===== config.mk =====
export PLATFORM = sky130hd
export DESIGN_NAME = grc_prep
export DESIGN_NICKNAME = d
export VERILOG_FILES = /design/src/hdl/grc_pkg.sv /design/src/hdl/grc_prep.sv
export SDC_FILE = /design/constraint.sdc
export NUM_CORES = 1
export LEC_CHECK = 0
export BUFFER_PORTS_ARGS = -buffer_cell sky130_fd_sc_hd__buf_2
export CAP_MARGIN = 30
export CORE_AREA = 2 2 229 231
export DETAILED_ROUTE_END_ITERATION = 8
export DIE_AREA = 0 0 231 233
export PLACE_DENSITY = 0.87
export SLEW_MARGIN = 20
export SYNTH_ARGS = -nofsm -noshare
export SYNTH_HDL_FRONTEND = slang
export SYNTH_SLANG_ARGS = --single-unit

===== constraint.sdc =====
create_clock -name i_clk -period 15.4 [get_ports i_clk]
set_input_delay 0.77 -clock i_clk [delete_from_list [all_inputs] [get_ports i_clk]]
set_output_delay 0.77 -clock i_clk [all_outputs]
set_load 0.05 [all_outputs]

===== src/hdl/grc_pkg.sv =====
`default_nettype none

package grc_pkg;

    // Input operand width
    localparam int IW      = 16;
    // Output width and Q2.14 unity
    localparam int OW      = 16;
    localparam int FRAC_W  = 14;
    // Magnitude of one output, 0..2^FRAC_W
    localparam int MW      = FRAC_W + 1;
    // Squares and sum of squares
    localparam int SQ_W    = 2 * IW;
    localparam int RSQ_W   = 2 * IW + 1;
    // Accumulators hold x^2 scaled by 2^(2*FRAC_W+2)
    localparam int ACC_W   = 2 * IW + 2 * FRAC_W + 4;
    // Number of digit stages
    localparam int NSTEP   = MW;

    typedef struct packed {
        logic signed [IW-1:0] first_value;
        logic signed [IW-1:0] second_value;
    } t_in;

    typedef struct packed {
        logic signed [OW-1:0] cosine;
        logic signed [OW-1:0] sine;
    } t_out;

    // Running state of one digit search lane
    typedef struct packed {
        logic signed [ACC_W-1:0] acc;   // rsq * (2m-1)^2
        logic signed [ACC_W-1:0] lin;   // rsq * (2m-1) * 2^(k+2)
        logic signed [ACC_W-1:0] sq;    // rsq * 2^(2k+2)
        logic signed [ACC_W-1:0] lim;   // x^2 * 2^(2*FRAC_W+2)
        logic [MW-1:0]           mag;
    } t_lane;

    typedef struct packed {
        t_lane         c;
        t_lane         s;
        logic [MW-1:0] digit;  // one-hot bit under test
        logic          zero_b;
        logic          neg_c;
        logic          neg_s;
    } t_item;

    // One digit of round(2^FRAC_W * x / r)
    function automatic t_lane lane_step(input t_lane l, input logic [MW-1:0] digit);
        logic signed [ACC_W-1:0] cand;
        t_lane                   o;
        cand = l.acc + l.lin + l.sq;
        o    = l;
        if (cand <= l.lim) begin
            o.acc = cand;
            o.lin = l.lin + (l.sq <<< 1);
            o.mag = l.mag | digit;
        end
        o.lin = o.lin >>> 1;
        o.sq  = l.sq >>> 2;
        return o;
    endfunction

endpackage

`default_nettype wire


===== src/hdl/grc_prep.sv =====
`default_nettype none

module grc_prep (
    input  wire              i_clk,
    input  wire              i_rst_n,
    input  wire              i_valid,
    input  grc_pkg::t_in     i_in,
    output logic             o_valid,
    output grc_pkg::t_item   o_item
);
    import grc_pkg::*;

    logic          r_v1;
    logic [IW-1:0] r_ma, r_mb;
    logic [SQ_W-1:0] r_sqa, r_sqb;
    logic          r_na, r_nb;
    logic [IW-1:0] n_ma, n_mb;
    logic          r_v2;
    t_item         r_item, n_item;
    logic [RSQ_W-1:0] rsq;

    // Magnitudes, exact also for the most negative input
    always_comb begin
        n_ma = i_in.first_value[IW-1]  ? (~i_in.first_value + 1'b1)  : i_in.first_value;
        n_mb = i_in.second_value[IW-1] ? (~i_in.second_value + 1'b1) : i_in.second_value;
    end

    // Stage 1: magnitudes and squares
    always_ff @(posedge i_clk) begin
        if (!i_rst_n) begin
            r_v1 <= 1'b0;
        end else begin
            r_v1 <= i_valid;
        end
        r_ma  <= n_ma;
        r_mb  <= n_mb;
        r_na  <= i_in.first_value[IW-1];
        r_nb  <= i_in.second_value[IW-1];
        r_sqa <= SQ_W'(n_ma) * SQ_W'(n_ma);
        r_sqb <= SQ_W'(n_mb) * SQ_W'(n_mb);
    end

    // Stage 2: sum of squares and initial lane state
    always_comb begin
        rsq            = RSQ_W'(r_sqa) + RSQ_W'(r_sqb);
        n_item.c.acc   = ACC_W'(rsq);
        n_item.c.lin   = -(ACC_W'(rsq) <<< (FRAC_W + 2));
        n_item.c.sq    = ACC_W'(rsq) <<< (2 * FRAC_W + 2);
        n_item.c.lim   = ACC_W'(r_sqa) <<< (2 * FRAC_W + 2);
        n_item.c.mag   = '0;
        n_item.s       = n_item.c;
        n_item.s.lim   = ACC_W'(r_sqb) <<< (2 * FRAC_W + 2);
        n_item.digit   = MW'(1) << (MW - 1);
        n_item.zero_b  = (r_mb == '0);
        n_item.neg_c   = (r_mb > r_ma) && (r_na == r_nb);
        n_item.neg_s   = !(r_mb > r_ma) && (r_na == r_nb);
    end

    always_ff @(posedge i_clk) begin
        if (!i_rst_n) begin
            r_v2 <= 1'b0;
        end else begin
            r_v2 <= r_v1;
        end
        r_item <= n_item;
    end

    assign o_valid = r_v2;
    assign o_item  = r_item;

endmodule

`default_nettype wire


Word-level counts from Yosys, hierarchy flattened
Index checks and enable logic that the tools add are counted.
{ "totals": {"register_bits": 264, "input_bits": 35, "output_inout_bits": 561, "elab_cells": 31} }
{ "op_classes": {"addsub": 4, "mul": 2, "n_lt_le_gt_ge": 1, "eq_ne": 1, "n_mux": 2, "n_bitwise": 2, "n_reduce_logical": 4} }
{ "op_table": {"columns": ["cell", "count"], "rows": [
  ["$mul 16x16->32", 2],
  ["$neg 49->64", 1],
  ["$add 32x32->33", 1],
  ["$add 16x1->16 const B", 2],
  ["$mux 16", 2],
  ["$not 16->16", 2],
  ["$gt 16x16->1", 1],
  ["$logic_not 16->1", 1],
  ["$logic_and 1x1->1", 2],
  ["$eq 1x1->1", 1],
  ["$logic_not 1->1", 1]
]} }

Longest topological paths before layout
{ "logic_depth": {"depth_word": 4, "ltp_mapped": 32, "mapped_depth_nobuf": 31} }

Worst setup path after synthesis
Ideal clock, no wire load.
{ "synth_path": {"path_type": "input port to flip-flop", "startpoint": "in i_in[21] in the netlist's numbering", "endpoint": "reg r_sqa[31]", "setup_ns": 0.072, "t_arrival_ns": 8.180, "required_time_ns": 15.328, "slack_ns": 7.148, "stages": 26, "n_path_buf": 0, "path_cell_list": "or4_1 nor3_1 nand3_1 o31ai_1 xor2_1 clkinv_1 nand2_1 fa_1 inv_1 fa_1 fa_1 fa_1 fa_1 inv_1 fa_1 inv_1 ha_1 a21o_1 a21oi_1 nand3_1 o21ai_0 a211oi_1 or3_1 a31o_2 a21oi_1 xnor2_1"} }
{ "synth_between": {"elab_chain_cells": 4} }
{ "synth_rtl": {"columns": ["item", "line", "rtl"], "rows": [
  ["start: declaration", "grc_prep.sv:7", "input grc_pkg::t_in i_in,"],
  ["$not 16->16", "grc_prep.sv:24", "n_ma = i_in.first_value[IW-1] ? (~i_in.first_value + 1'b1) : i_in.first_value;"],
  ["$add 16x1->16", "grc_prep.sv:24", null],
  ["$mux 16", "grc_prep.sv:24", null],
  ["via n_ma[13]", "grc_prep.sv:17", "logic [IW-1:0] n_ma, n_mb;"],
  ["$mul 16x16->32", "grc_prep.sv:39", "r_sqa <= SQ_W'(n_ma) * SQ_W'(n_ma);"],
  ["end signal: assignment", "grc_prep.sv:39", null],
  ["end: declaration", "grc_prep.sv:15", "logic [SQ_W-1:0] r_sqa, r_sqb;"]
]} }
The timed path passes the listed nets, and every way through them passes these cells.
A chain may end at the register's enable or synchronous reset.

Worst setup path in the final report
{ "layout_path": {"startpoint": "in i_in[18] in the netlist's numbering", "endpoint": "reg r_sqa[31]"} }
The elaborated chain is that of the path after synthesis.

==> qor.yml <==
setup_path:
  start_kind: "input port"
  r2r_end: "o_item[214]"
  rr_startpoint: "r_sqb[2]"
  worst_ep_required_time_ns: 15.90
  reg2reg_slack_ns: 10.95
  crit_path_end_kind: "register"
  worstSetupPathType: "in -> reg"
  crit_top_cell: "fa_1"
  cp.arrival_ns: 9.57
  rr_worst_depth: 12
  path_buf_inv: 5
  cp-startpoint: "i_in[18]"
  path_delay_family: "adder cells"
  path_max_fanout: 10
  slowest_stage: "xor2_1"
  cp_slowest_stage_delay_ns: 0.68
global_routing:
  antenna_found_initial: 9
  grt_pass1_wl_um: 108000
  grt_max_degree: 20
  grt_pass1_vias: 18600
  overflow: 0
  grtUsageTotal: 0.271
min_path:
  hold_class: "reg -> reg"
  hold_depth: 0
  min_to: "o_item[344]"
  hp-start: "r_sqa[10]"
logic_synthesis:
  synth_top_area_frac: 0.259
  synth_area_leaders: "fa_1 (26%), dfxtp_1 (19%), buf_4 (12%)"
  synth_area_leader_cell: "fa_1"
  synthDistinctLibCells: 71
  ys_warn_count: 0
  synth-edff-count: 0
  synth_cells: 2792
  syn_avg_cell_area_um2: 9.14
  synthArstFlopShare: 0
  synth-seq-cells: 241
  yosys_most_used_dff: "dfxtp_1"
  ys_seq_area_frac: 0.189
  netlist_area_mm2: 0.0255
clock_network:
  cts_setup_buffers: 0
  clock-sinks: 241
  cts_tree: "done"
  cts-root-buf: "clkbuf_16"
  cts_hold_buf: 0
  htreeDepth: 1
  cts_buffers: 29
  clk_latency_ns: 0.59
  cts-resized-gates: 0
  cts_buffer_depth: 3
  clk_pin_slew_ns: 0.06
placed_design:
  gp_congestion: 1.03
  dp_hpwl_um: 63000
  numPortBuffers: 328
  post-place-ws_ns: 5.90
floorplanning:
  die-area_mm2: 0.0538
  start_util: 0.499
  rows: 83
  die_h_um: 233
  coreArea_mm2: 0.0511
  die_w_um: 231
  ios: 596
finish:
  area_growth_pct: 5.48
  layout-drive-gt1-share: 0.140
  nFillCells: 4522
  layout_common_cells: "inv_1 (529), fa_1 (330), buf_2 (330)"
  final_common_cell: "inv_1"
  fin_nets: 3619
timing:
  period_share: 0.589
  hold_viol_final: 0
  worstMarginPinSlew_ns: 0.985
  fin_crit_ns: 9.07
  fmax_mhz: 110
  slew_headroom: 0.341
  finalClockSkew_ns: 0.0231
  hold_slack_ns: 0.378
  fin_ws_ns: 6.33
  fin_setup_tns_ns: 0
  rsz0062_at_grt: "no"
  finalMaxSlewViolations: 0
  setup_viol: 0
detailed_routing:
  drt-total-wl_um: 72800
  post_drt_wl_per_cell_um: 19.6
  drtIter0Drc: 1356
  ant_nets: 0
  vias_per_cell: 4.97
  route.detailed.drc: 0
  firstDrtPassIters: 6
  vias: 18500
run:
  max-cap-violations: 0
outcome:
  status: "complete, no violations"
==> cell families after synthesis <==
group                    share of synthesized area
other                                     0.000294
XOR/XNOR                                    0.0488
AO/OA/AOI/OAI                               0.0722
buffers and inverters                        0.208
flip-flops                                   0.189
multiplexers                               0.00245
adder cells (fa/ha/maj)                      0.379
AND/OR/NAND/NOR                              0.101
==> synthesized netlist by cell type, types with 5 or more instances <==
library cell  instances
ha_1                244
clkinv_1             14
nand4_1               8
o21ai_0              43
o211ai_1              6
xor2_1               64
a21o_1               40
inv_1               529
o21a_1               25
nand3_1              26
a21oi_1              87
and2_1               21
nand2b_1             15
or4_1                 6
nor3_1               35
xnor2_1              78
and3_1                6
nor4_1                8
nor2_1              179
a211oi_1             12
nand2_1             191
dfxtp_1             241
or2_2                 6
nor2b_1               8
o21bai_1             12
o31a_1                5
or3_1                17
fa_1                330
or2_1                 7
clkbuf_1             30
buf_4               416
nand3b_1              6
o31ai_1               9
==> worst reg2reg max path, stage by stage (launching register included) <==
cell and delay, ns:
dfxtp_1 0.36, ha_1 0.25, fa_1 0.44, a21o_1 0.24
a31oi_1 0.30, o211ai_1 0.31, nand2_1 0.20, xnor2_1 0.19
nor4_1 0.53, nand3_1 0.27, nor2_1 0.45, nand4b_2 0.35
or3_1 0.42
==> cell type report <==
cell class	instances	area, um2	share of cell area
clock buffer	36	812	0.0302
clock inverter	15	97.6	0.00363
multi-input combinational	1845	16500	0.612
antenna	5	12.5	0.000465
tap	680	851	0.0316
sequential	241	4820	0.179
inverter	543	2040	0.0758
timing repair buffer	350	1800	0.0668
==> per-stage QoR <==
step | util | instance area (um2) | instances
final | 0.527 | 26900 | 3715
after global routing | 0.526 | 26900 | 3710
after CTS | 0.526 | 26900 | 3708
after detailed placement | 0.508 | 26000 | 3657
after global placement | 0.508 | 26000 | 3656
after floorplan | - | 26600 | 3079
==> flip-flops by register name, indices dropped and copies added, names as in the netlist <==
name	cells
o_valid	1
r_v1	1
r_na	1
r_ma	15
o_item	145
r_sqa	31
r_nb	1
r_sqb	31
r_mb	15
==> how the worst max path moves through the flow <==
stage	endpoint	slack [ns]	cells past startpoint
after floorplan	r_sqa[31]	7.15	26
after global placement	r_sqa[31]	5.99	26
after detailed placement	r_sqa[31]	5.90	27
after CTS	r_sqa[31]	6.51	27
after global routing	r_sqa[31]	5.75	27
final	r_sqa[31]	6.33	27
==> routing by layer <==
layer  GRT usage  share of wire
met1       0.335           0.39
met4       0.125          0.051
met5           0        0.00018
met3      0.0489          0.084
met2       0.460           0.48
Power is left out: the tool's default activity adds up to more than one toggle a clock period on the data nets, which glitch-free logic cannot reach.
