$ cat src/hdl/grc_pkg.sv
`default_nettype none

package grc_pkg;

    // Input operand width
    localparam int IW      = 16;
    // Output width and Q2.14 unity
    localparam int OW      = 16;
    localparam int FRAC_W  = 14;
    // Magnitude of one output, 0..2^FRAC_W
    localparam int MW      = FRAC_W + 1;
    // Squares and sum of squares
    localparam int SQ_W    = 2 * IW;
    localparam int RSQ_W   = 2 * IW + 1;
    // Accumulators hold x^2 scaled by 2^(2*FRAC_W+2)
    localparam int ACC_W   = 2 * IW + 2 * FRAC_W + 4;
    // Number of digit stages
    localparam int NSTEP   = MW;

    typedef struct packed {
        logic signed [IW-1:0] first_value;
        logic signed [IW-1:0] second_value;
    } t_in;

    typedef struct packed {
        logic signed [OW-1:0] cosine;
        logic signed [OW-1:0] sine;
    } t_out;

    // Running state of one digit search lane
    typedef struct packed {
        logic signed [ACC_W-1:0] acc;   // rsq * (2m-1)^2
        logic signed [ACC_W-1:0] lin;   // rsq * (2m-1) * 2^(k+2)
        logic signed [ACC_W-1:0] sq;    // rsq * 2^(2k+2)
        logic signed [ACC_W-1:0] lim;   // x^2 * 2^(2*FRAC_W+2)
        logic [MW-1:0]           mag;
    } t_lane;

    typedef struct packed {
        t_lane         c;
        t_lane         s;
        logic [MW-1:0] digit;  // one-hot bit under test
        logic          zero_b;
        logic          neg_c;
        logic          neg_s;
    } t_item;

    // One digit of round(2^FRAC_W * x / r)
    function automatic t_lane lane_step(input t_lane l, input logic [MW-1:0] digit);
        logic signed [ACC_W-1:0] cand;
        t_lane                   o;
        cand = l.acc + l.lin + l.sq;
        o    = l;
        if (cand <= l.lim) begin
            o.acc = cand;
            o.lin = l.lin + (l.sq <<< 1);
            o.mag = l.mag | digit;
        end
        o.lin = o.lin >>> 1;
        o.sq  = l.sq >>> 2;
        return o;
    endfunction

endpackage

`default_nettype wire

$ cat src/hdl/grc_step.sv
`default_nettype none

module grc_step (
    input  wire              i_clk,
    input  wire              i_rst_n,
    input  wire              i_valid,
    input  grc_pkg::t_item   i_item,
    output logic             o_valid,
    output grc_pkg::t_item   o_item
);
    import grc_pkg::*;

    logic  r_valid;
    t_item r_item, n_item;

    // Decide one output bit for both lanes
    always_comb begin
        n_item       = i_item;
        n_item.c     = lane_step(i_item.c, i_item.digit);
        n_item.s     = lane_step(i_item.s, i_item.digit);
        n_item.digit = i_item.digit >> 1;
    end

    always_ff @(posedge i_clk) begin
        if (!i_rst_n) begin
            r_valid <= 1'b0;
        end else begin
            r_valid <= i_valid;
        end
        r_item <= n_item;
    end

    assign o_valid = r_valid;
    assign o_item  = r_item;

endmodule

`default_nettype wire

$ cat config.mk
export PLATFORM = sky130hd
export DESIGN_NAME = grc_step
export DESIGN_NICKNAME = d
export VERILOG_FILES = /design/src/hdl/grc_pkg.sv /design/src/hdl/grc_step.sv
export SDC_FILE = /design/constraint.sdc
export NUM_CORES = 1
export LEC_CHECK = 0
export CAP_MARGIN = 40
export CORE_AREA = 2 2 437 439
export CTS_BUF_LIST = sky130_fd_sc_hd__clkbuf_2
export CTS_CLUSTER_SIZE = 20
export DETAILED_ROUTE_END_ITERATION = 10
export DIE_AREA = 0 0 439 441
export DONT_BUFFER_PORTS = 1
export GPL_TIMING_DRIVEN = 0
export PLACE_DENSITY = 0.35
export SLEW_MARGIN = 20
export SYNTH_ARGS = -nofsm -noshare
export SYNTH_HDL_FRONTEND = slang
export SYNTH_SLANG_ARGS = --single-unit
$ cat constraint.sdc
create_clock -name i_clk -period 9.6 [get_ports i_clk]
set_input_delay 0.96 -clock i_clk [delete_from_list [all_inputs] [get_ports i_clk]]
set_output_delay 0.96 -clock i_clk [all_outputs]
set_load 0.03 [all_outputs]
### Word-level counts from Yosys, hierarchy flattened

Index checks and enable logic that the tools add are counted.

| word-level totals | value |
|---|---|
| flip-flop bits (word level) | 554 |
| input bits | 563 |
| output and inout bits | 561 |
| word-level logic and storage cells | 29 |

| cells by class | value |
|---|---|
| $add $sub $neg | 6 |
| order comparisons | 2 |
| mux-type cells | 4 |
| bitwise gates (word level) | 2 |

Operator list:

| operator | number |
|---|---|
| 64-bit adder | 6 |
| 128-bit two-way mux | 2 |
| 64-bit <= comparator | 2 |
| 15-bit two-way mux | 2 |
| 15-bit bitwise OR | 2 |

### Depth between registers and ports, before layout

Gate-level depths: netlist of the first run.

| logic depth | value |
|---|---|
| depth after elaboration | 4 |
| mapped depth | 31 |
| depth with buffers taken out | 28 |

### Worst setup path after synthesis of the first run

Ideal clock, no wire load.

| path | value |
|---|---|
| path type | input to register |
| start point | input i_item[98] in the netlist's numbering |
| end point | register o_item[223] (netlist name) |
| setup time | 0.131 ns |
| arrival | 6.334 ns |
| data required time | 9.469 ns |
| setup slack | 3.135 ns |
| cell stages on the path | 25 |
| buffers on the path | 1 |
| cells stage by stage | inv_1 -> fa_1 -> inv_1 -> ha_1 -> inv_1 -> fa_1 -> nand2b_1 -> a21oi_1 -> o21ai_0 -> o21ai_1 -> a22oi_1 -> o21ai_1 -> a21boi_0 -> o31a_1 -> xnor2_1 -> ha_1 -> nand3_1 -> or4_1 -> or3_1 -> o21ai_0 -> mux2_2 -> buf_2 -> o21a_1 -> a2111oi_0 -> nand3_1 |

RTL lines:

| what | line | text |
|---|---|---|
| start, declared | grc_step.sv:7 | `input grc_pkg::t_item i_item,` |

==> reports/metrics.cfg, run 1 <==
[die]
die_area_sq_um=194000
initial_utilization=0.183
rows=160
core_sq_um=189000
fp.dieW_um=439
io_pins=1124
die_h_um=441

[outcome]
outcome=finished with violations
violations=design-rule violations

[layout]
fill_cells=20300
syn_to_final_growth_pct=51.4
nets=6351
final_layout_size_suffix_gt1_frac=0.0829
finish.instance_area_sq_um=52400
final_cells=7936

[synthesis]
synthCells=3850
synthTopCellsByArea=dfxtp_1, ha_1, fa_1, a21oi_1, a21o_1
seq_area_frac_synth=0.321
ys_types=90
syn_area_sq_um=34600
async_flop_share=0
synth-edff-count=0
synth_xor_area_frac=0.0618
synth_compound_area_frac=0.202
synth-adder-area-share=0.211
yosysWarnings=0
synthMuxAreaShare=0.0297
synth_top_area_frac=0.321
syn_nets=4919
synth_area_leader_cell=dfxtp_1
yosys.area_share.simple=0.133
syn_avg_cell_area_sq_um=8.98
synth_top_family_by_area=adder cells
ys.flop_type=dfxtp_1
synth-seq-cells=554

[timing]
worstMarginPinSlew_ns=1.25
max-slew-margin-rel=0.164
rsz0062_at_grt=no
fmax_mhz=107
setup_slack_ns=0.225
setup_viol=0
slew_violations=0
fin_crit_ns=9.37
fin_crit_sh=0.977
hold_viol_final=0

[setup_path]
max_stage_delay_ns=0.67
cpMaxStageDelayCell=dlygate4sd3_1
worstSetupEndpointType=flip-flop
crit_path_start_kind=primary input
cp.required_ns=11.21
crit_top_cell=dlygate4sd3_1
worstPathMaxFanout=10
cp.arrival_ns=10.99
crit_type=primary input to flip-flop

[global_route]
grt_start_max_net_pins=17
grt_pass1_wl_um=269000
grt_usage=0.192
grt_pass1_vias=37700
antenna_found_initial=21
overflow=0

[clock_network]
clk_path_buf_depth=3
clock-sinks=554
cts_tree=built
numCtsBuffers=159
clkSlewWorstSetupHoldPaths_ns=0.10
h-tree-depth=4
clockRootBuffer=clkbuf_2

[placed_design]
numPortBuffers=0
dp_slack_ns=-1.24
routabilityCongestion=0.878
place_area_sq_um=38000
dp_hpwl_um=151000
placed_cells=6378

[drt]
drtIter0Drc=1947
via_per_inst=4.49
drc_errors=2
vias=35600
ant_nets=0
wire_per_inst_um=24.3
first_pass_iters=10
routed_wl_um=193000

[pwr]
irDropWorstVdd_mv=0.134
powerDensity_nw_per_um2=268
power_leakage_nw=22.6

[hold_path]
holdCritPathClass=primary input to flip-flop

[run]
maxCapViolations=0

state kept, by name, indices dropped and copies added (netlist names):
register	cells
o_valid	1
o_item	553
power breakdown:
| part | switching (mW) | leakage (nW) | internal [mW] |
|---|---|---|---|
| Sequential | 1.93 | 4.67 | 3.00 |
| Combinational | 3.66 | 16.8 | 3.24 |
| Clock | 1.23 | 1.19 | 0.981 |
routing by layer:
| layer | vias up | global-route usage | share of wire |
|---|---|---|---|
| met4 | 10 | 0.0940 | 0.050 |
| li1 | 16700 | - | - |
| met2 | 1293 | 0.347 | 0.51 |
| met1 | 17300 | 0.211 | 0.39 |
| met3 | 345 | 0.0443 | 0.055 |
| met5 | - | 0 | 0.00035 |
kinds of logic after synthesis:
group           Yosys count
fa+ha+maj               506
simple gates            984
mux                      91
flops                   554
xor+xnor                244
compound gates         1101
buf+inv                 369
other cells               1
cell usage after synthesis (all sizes together) (13+ instances only):
cell    count
nor2b      30
inv       203
nor3       35
xor2       95
nor2      268
fa        130
buf        37
dfxtp     554
nand3      63
o211ai     23
clkbuf    129
xnor2     149
mux2       90
or3        15
a31oi      27
nand2     343
a21oi     420
nor4       15
and3       30
a221oi     13
ha        376
o21a       19
nand2b     32
nand4     106
a21o      221
a211oi     26
a21boi     16
o21ai     185
o21bai     42
worst max-delay path, delay by kind of cell:
kind                     cells  cell delay, ns
buffers and inverters        7            3.74
AO/OA/AOI/OAI               11            3.09
AND/OR/NAND/NOR              5            1.52
adder cells (fa/ha/maj)      3            1.25
XOR/XNOR                     1            0.18
multiplexers                 1            0.17
repair_timing:
| item | in CTS | in global routing |
|---|---|---|
| resized for setup | 0 | 10 |
| endpoints found under the setup margin | 0 | 119 |
| hold buffers | 1250 | 2 |
| endpoints found under the hold margin | 554 | 1 |
| setup buffers | 0 | 1 |
through the flow:
stage	hold slack (ns)	TNS (ns)	total power, mW	utilization
finish	0.340	0	14.0	0.277
global route	0.0781	0	15.0	0.277
CTS	-0.844	0	14.2	0.276
detailed placement	0.988	-111.42	10.2	0.201
global placement	0.988	-312.01	10.1	0.199
floorplan	0.988	0	7.75	-
final timing paths:
path,startpoint,endpoint,slack [ns],cells past startpoint
hold / removal,i_item[543],o_item[545]$_DFF_P_,0.34,6
setup / recovery,i_item[104],o_item[218]$_DFF_P_,0.23,28
area by class of cell:
type | count | area [sq um] | share of cell area
multi-input combinational | 2927 | 22100 | 0.422
timing repair buffer | 1271 | 12800 | 0.244
sequential | 554 | 11100 | 0.212
tap | 2511 | 3140 | 0.0600
clock buffer | 201 | 1010 | 0.0192
inverter | 203 | 764 | 0.0146
clock inverter | 80 | 743 | 0.0142
buffer | 166 | 691 | 0.0132
antenna | 23 | 57.6 | 0.00110
cells in the final DEF (no fill, tap or decap), drive strengths merged, types with 185 or more instances in the layout:
| master | instances |
|---|---|
| a21o | 221 |
| a21oi | 420 |
| clkbuf | 331 |
| dfxtp | 554 |
| dlygate4sd3 | 1252 |
| ha | 376 |
| inv | 207 |
| nand2 | 343 |
| nor2 | 268 |
| o21ai | 185 |
(Power assumes the default switching activity.)
==> inputs of run 2 (changes only) <==
--- a/config.mk
+++ b/config.mk
@@ -6,14 +6,16 @@
 export NUM_CORES = 1
 export LEC_CHECK = 0
 export CAP_MARGIN = 40
-export CORE_AREA = 2 2 437 439
+export CELL_PAD_IN_SITES_DETAIL_PLACEMENT = 1
+export CELL_PAD_IN_SITES_GLOBAL_PLACEMENT = 1
+export CORE_AREA = 2 2 438 440
 export CTS_BUF_LIST = sky130_fd_sc_hd__clkbuf_2
 export CTS_CLUSTER_SIZE = 20
 export DETAILED_ROUTE_END_ITERATION = 10
-export DIE_AREA = 0 0 439 441
+export DIE_AREA = 0 0 440 442
 export DONT_BUFFER_PORTS = 1
 export GPL_TIMING_DRIVEN = 0
-export PLACE_DENSITY = 0.35
+export PLACE_DENSITY = 0.42
 export SLEW_MARGIN = 20
 export SYNTH_ARGS = -nofsm -noshare
 export SYNTH_HDL_FRONTEND = slang
==> run 2 against run 1 <==
- the run ends with negative hold slack left
- core utilization decreased by 0.33 points
- largest power group unchanged
- sequential cell count unchanged
- design area decreased by 0.97%
- count of clock-buffer cells in the layout increased by 6
==> reports/metrics.cfg, run 2 (same netlist as run 1, synthesis figures left out) <==
[die]
initial_utilization=0.182  ; was 0.183
core_sq_um=190000  ; was 189000 sq um
die_area_sq_um=194000  ; about the same
die_h_um=442  ; was 441 um
rows=160  ; unchanged
fp.dieW_um=440  ; was 439 um
io_pins=1124  ; unchanged

[outcome]
outcome=finished with violations  ; unchanged
violations=negative hold slack  ; was design-rule violations

[timing]
fin_crit_sh=0.971  ; was 0.977
hold_slack_ns=-0.637  ; was 0.340 ns
fin_crit_ns=9.33  ; was 9.37 ns
hold_viol_final=1  ; was 0
slew_violations=0  ; unchanged
worstMarginPinSlew_ns=1.28  ; was 1.25 ns
fmax_mhz=107  ; about the same
setup_slack_ns=0.275  ; was 0.225 ns
fin_tns_setup_ns=0  ; unchanged
max-slew-margin-rel=0.145  ; was 0.164
rsz0062_at_grt=no  ; unchanged
setup_viol=0  ; unchanged

[hold_path]
min_from=i_item[496]  ; was i_item[543]
holdCritPathClass=primary input to flip-flop  ; unchanged

[setup_path]
crit_path_start=i_item[370]  ; was i_item[104]
worstSetupEndpointType=flip-flop  ; unchanged
crit_path_end=o_item[533]$_DFF_P_  ; was o_item[218]$_DFF_P_
crit_path_start_kind=primary input  ; unchanged
cp.required_ns=11.24  ; was 11.21 ns
crit_type=primary input to flip-flop  ; unchanged
cp.arrival_ns=10.96  ; was 10.99 ns
worstPathMaxFanout=10  ; unchanged

[clock_network]
clock-sinks=554  ; unchanged
numCtsBuffers=159  ; unchanged
clockRootBuffer=clkbuf_2  ; unchanged
h-tree-depth=4  ; unchanged
post_cts_buffers=0  ; unchanged
clk_path_buf_depth=3  ; unchanged
cts_tree=built  ; unchanged
clkSlewWorstSetupHoldPaths_ns=0.09  ; was 0.10 ns

[global_route]
antenna_found_initial=39  ; was 21
grt_start_max_net_pins=17  ; unchanged
grt_usage=0.213  ; was 0.192
overflow=0  ; unchanged
grt_pass1_wl_um=298000  ; was 269000 um
grt_pass1_vias=39700  ; was 37700

[placed_design]
routabilityCongestion=0.870  ; was 0.878
dp_hpwl_um=163000  ; was 151000 um
dp_slack_ns=-1.48  ; was -1.24 ns
numPortBuffers=0  ; unchanged

[layout]
post-route-util=0.274  ; was 0.277
layout.cells.most_common_list=dlygate4sd3_1, dfxtp_1, a21oi_1, ha_1, nand2_1  ; unchanged
nets=6313  ; was 6351
seqCellArea_sq_um=11100  ; unchanged
largest_register_ff_count=553  ; unchanged
multi_input_area_sq_um=22100  ; about the same
layout_commonest_cell=dlygate4sd3_1  ; unchanged
syn_to_final_growth_pct=49.9  ; was 51.4%
fill_cells=22100  ; was 20300
final_layout_size_suffix_gt1_frac=0.0823  ; was 0.0829

[pwr]
irDropWorstVdd_mv=0.135  ; was 0.134 mV
powerDensity_nw_per_um2=268  ; about the same
power_mw=13.9  ; was 14.0 mW
power_leakage_nw=22.4  ; was 22.6 nW

[run]
maxCapViolations=0  ; unchanged

[drt]
routed_wl_um=212000  ; was 193000 um
drc_errors=0  ; was 2
vias=36100  ; was 35600
wire_per_inst_um=26.9  ; was 24.3 um
ant_nets=0  ; unchanged
drtIter0Drc=1964  ; was 1947
via_per_inst=4.57  ; was 4.49
first_pass_iters=5  ; was 10

run 2: area by class of cell:
cell class | instances | area share
Antenna cell | 34 | 0.00164
Buffer | 166 | 0.0133
Clock buffer | 207 | 0.0200
Clock inverter | 69 | 0.0115
Inverter | 203 | 0.0147
Multi-Input combinational cell | 2927 | 0.426
Sequential cell | 554 | 0.214
Tap cell | 2511 | 0.0606
Timing Repair Buffer | 1233 | 0.238
run 2: layer usage:
metal / global-route usage / vias up / part of all wire
met1: 0.240 / 17900 / 0.39
met4: 0.0993 / 22 / 0.049
met5: 0 / - / 0.00057
li1: - / 16500 / -
met3: 0.0504 / 423 / 0.057
met2: 0.375 / 1271 / 0.50
run 2: critical path, stage by stage:
cell and delay (ns):
dlygate4sd3_1 0.65, fa_1 0.61, inv_1 0.08, fa_1 0.48, nand2b_1 0.19, a21oi_1 0.26, o211ai_1 0.23, a21oi_1 0.29
o211ai_1 0.38, a21oi_1 0.62, o211ai_1 0.31, a31oi_1 0.43, or3b_2 0.23, a21oi_1 0.07, a31o_2 0.23, ha_1 0.55
nand4_1 0.34, nor4_2 0.43, nand3_1 0.32, nor2_1 0.60, nand3_1 0.41, nand2_1 0.20, clkbuf_2 0.57, clkbuf_1 0.51
mux2_2 0.40, dlygate4sd3_1 0.57
run 2: per-stage QoR:
step	std cells	instance area, sq um
final	7904	51900
after global routing	7896	51800
after CTS	7861	51700
after detailed placement	6378	37900
after global placement	6361	37700
after floorplan	3850	34600
run 2: where the power goes:
group | switching [mW] | total, mW | internal [mW]
Clock | 1.24 | 2.14 | 0.902
Combinational | 3.91 | 6.89 | 2.98
Sequential | 1.87 | 4.87 | 3.00
Total | 7.02 | 13.9 | 6.88
run 2: worst min path at each step:
stage / endpoint / cells past startpoint
2_1_floorplan: o_item[0]$_DFF_P_ / 0
3_3_place_gp: o_item[2]$_DFF_P_ / 0
3_5_place_dp: o_item[323]$_DFF_P_ / 0
4_1_cts: o_item[496]$_DFF_P_ / 1
5_1_grt: o_item[496]$_DFF_P_ / 1
6_report: o_item[496]$_DFF_P_ / 1
run 2: timing repair:
| action | in CTS | in global routing |
|---|---|---|
| gates resized for setup | 0 | 7 |
| hold endpoints to repair | 554 | 3 |
| endpoints found under the setup margin | 0 | 81 |
| hold buffers | 1207 | 6 |
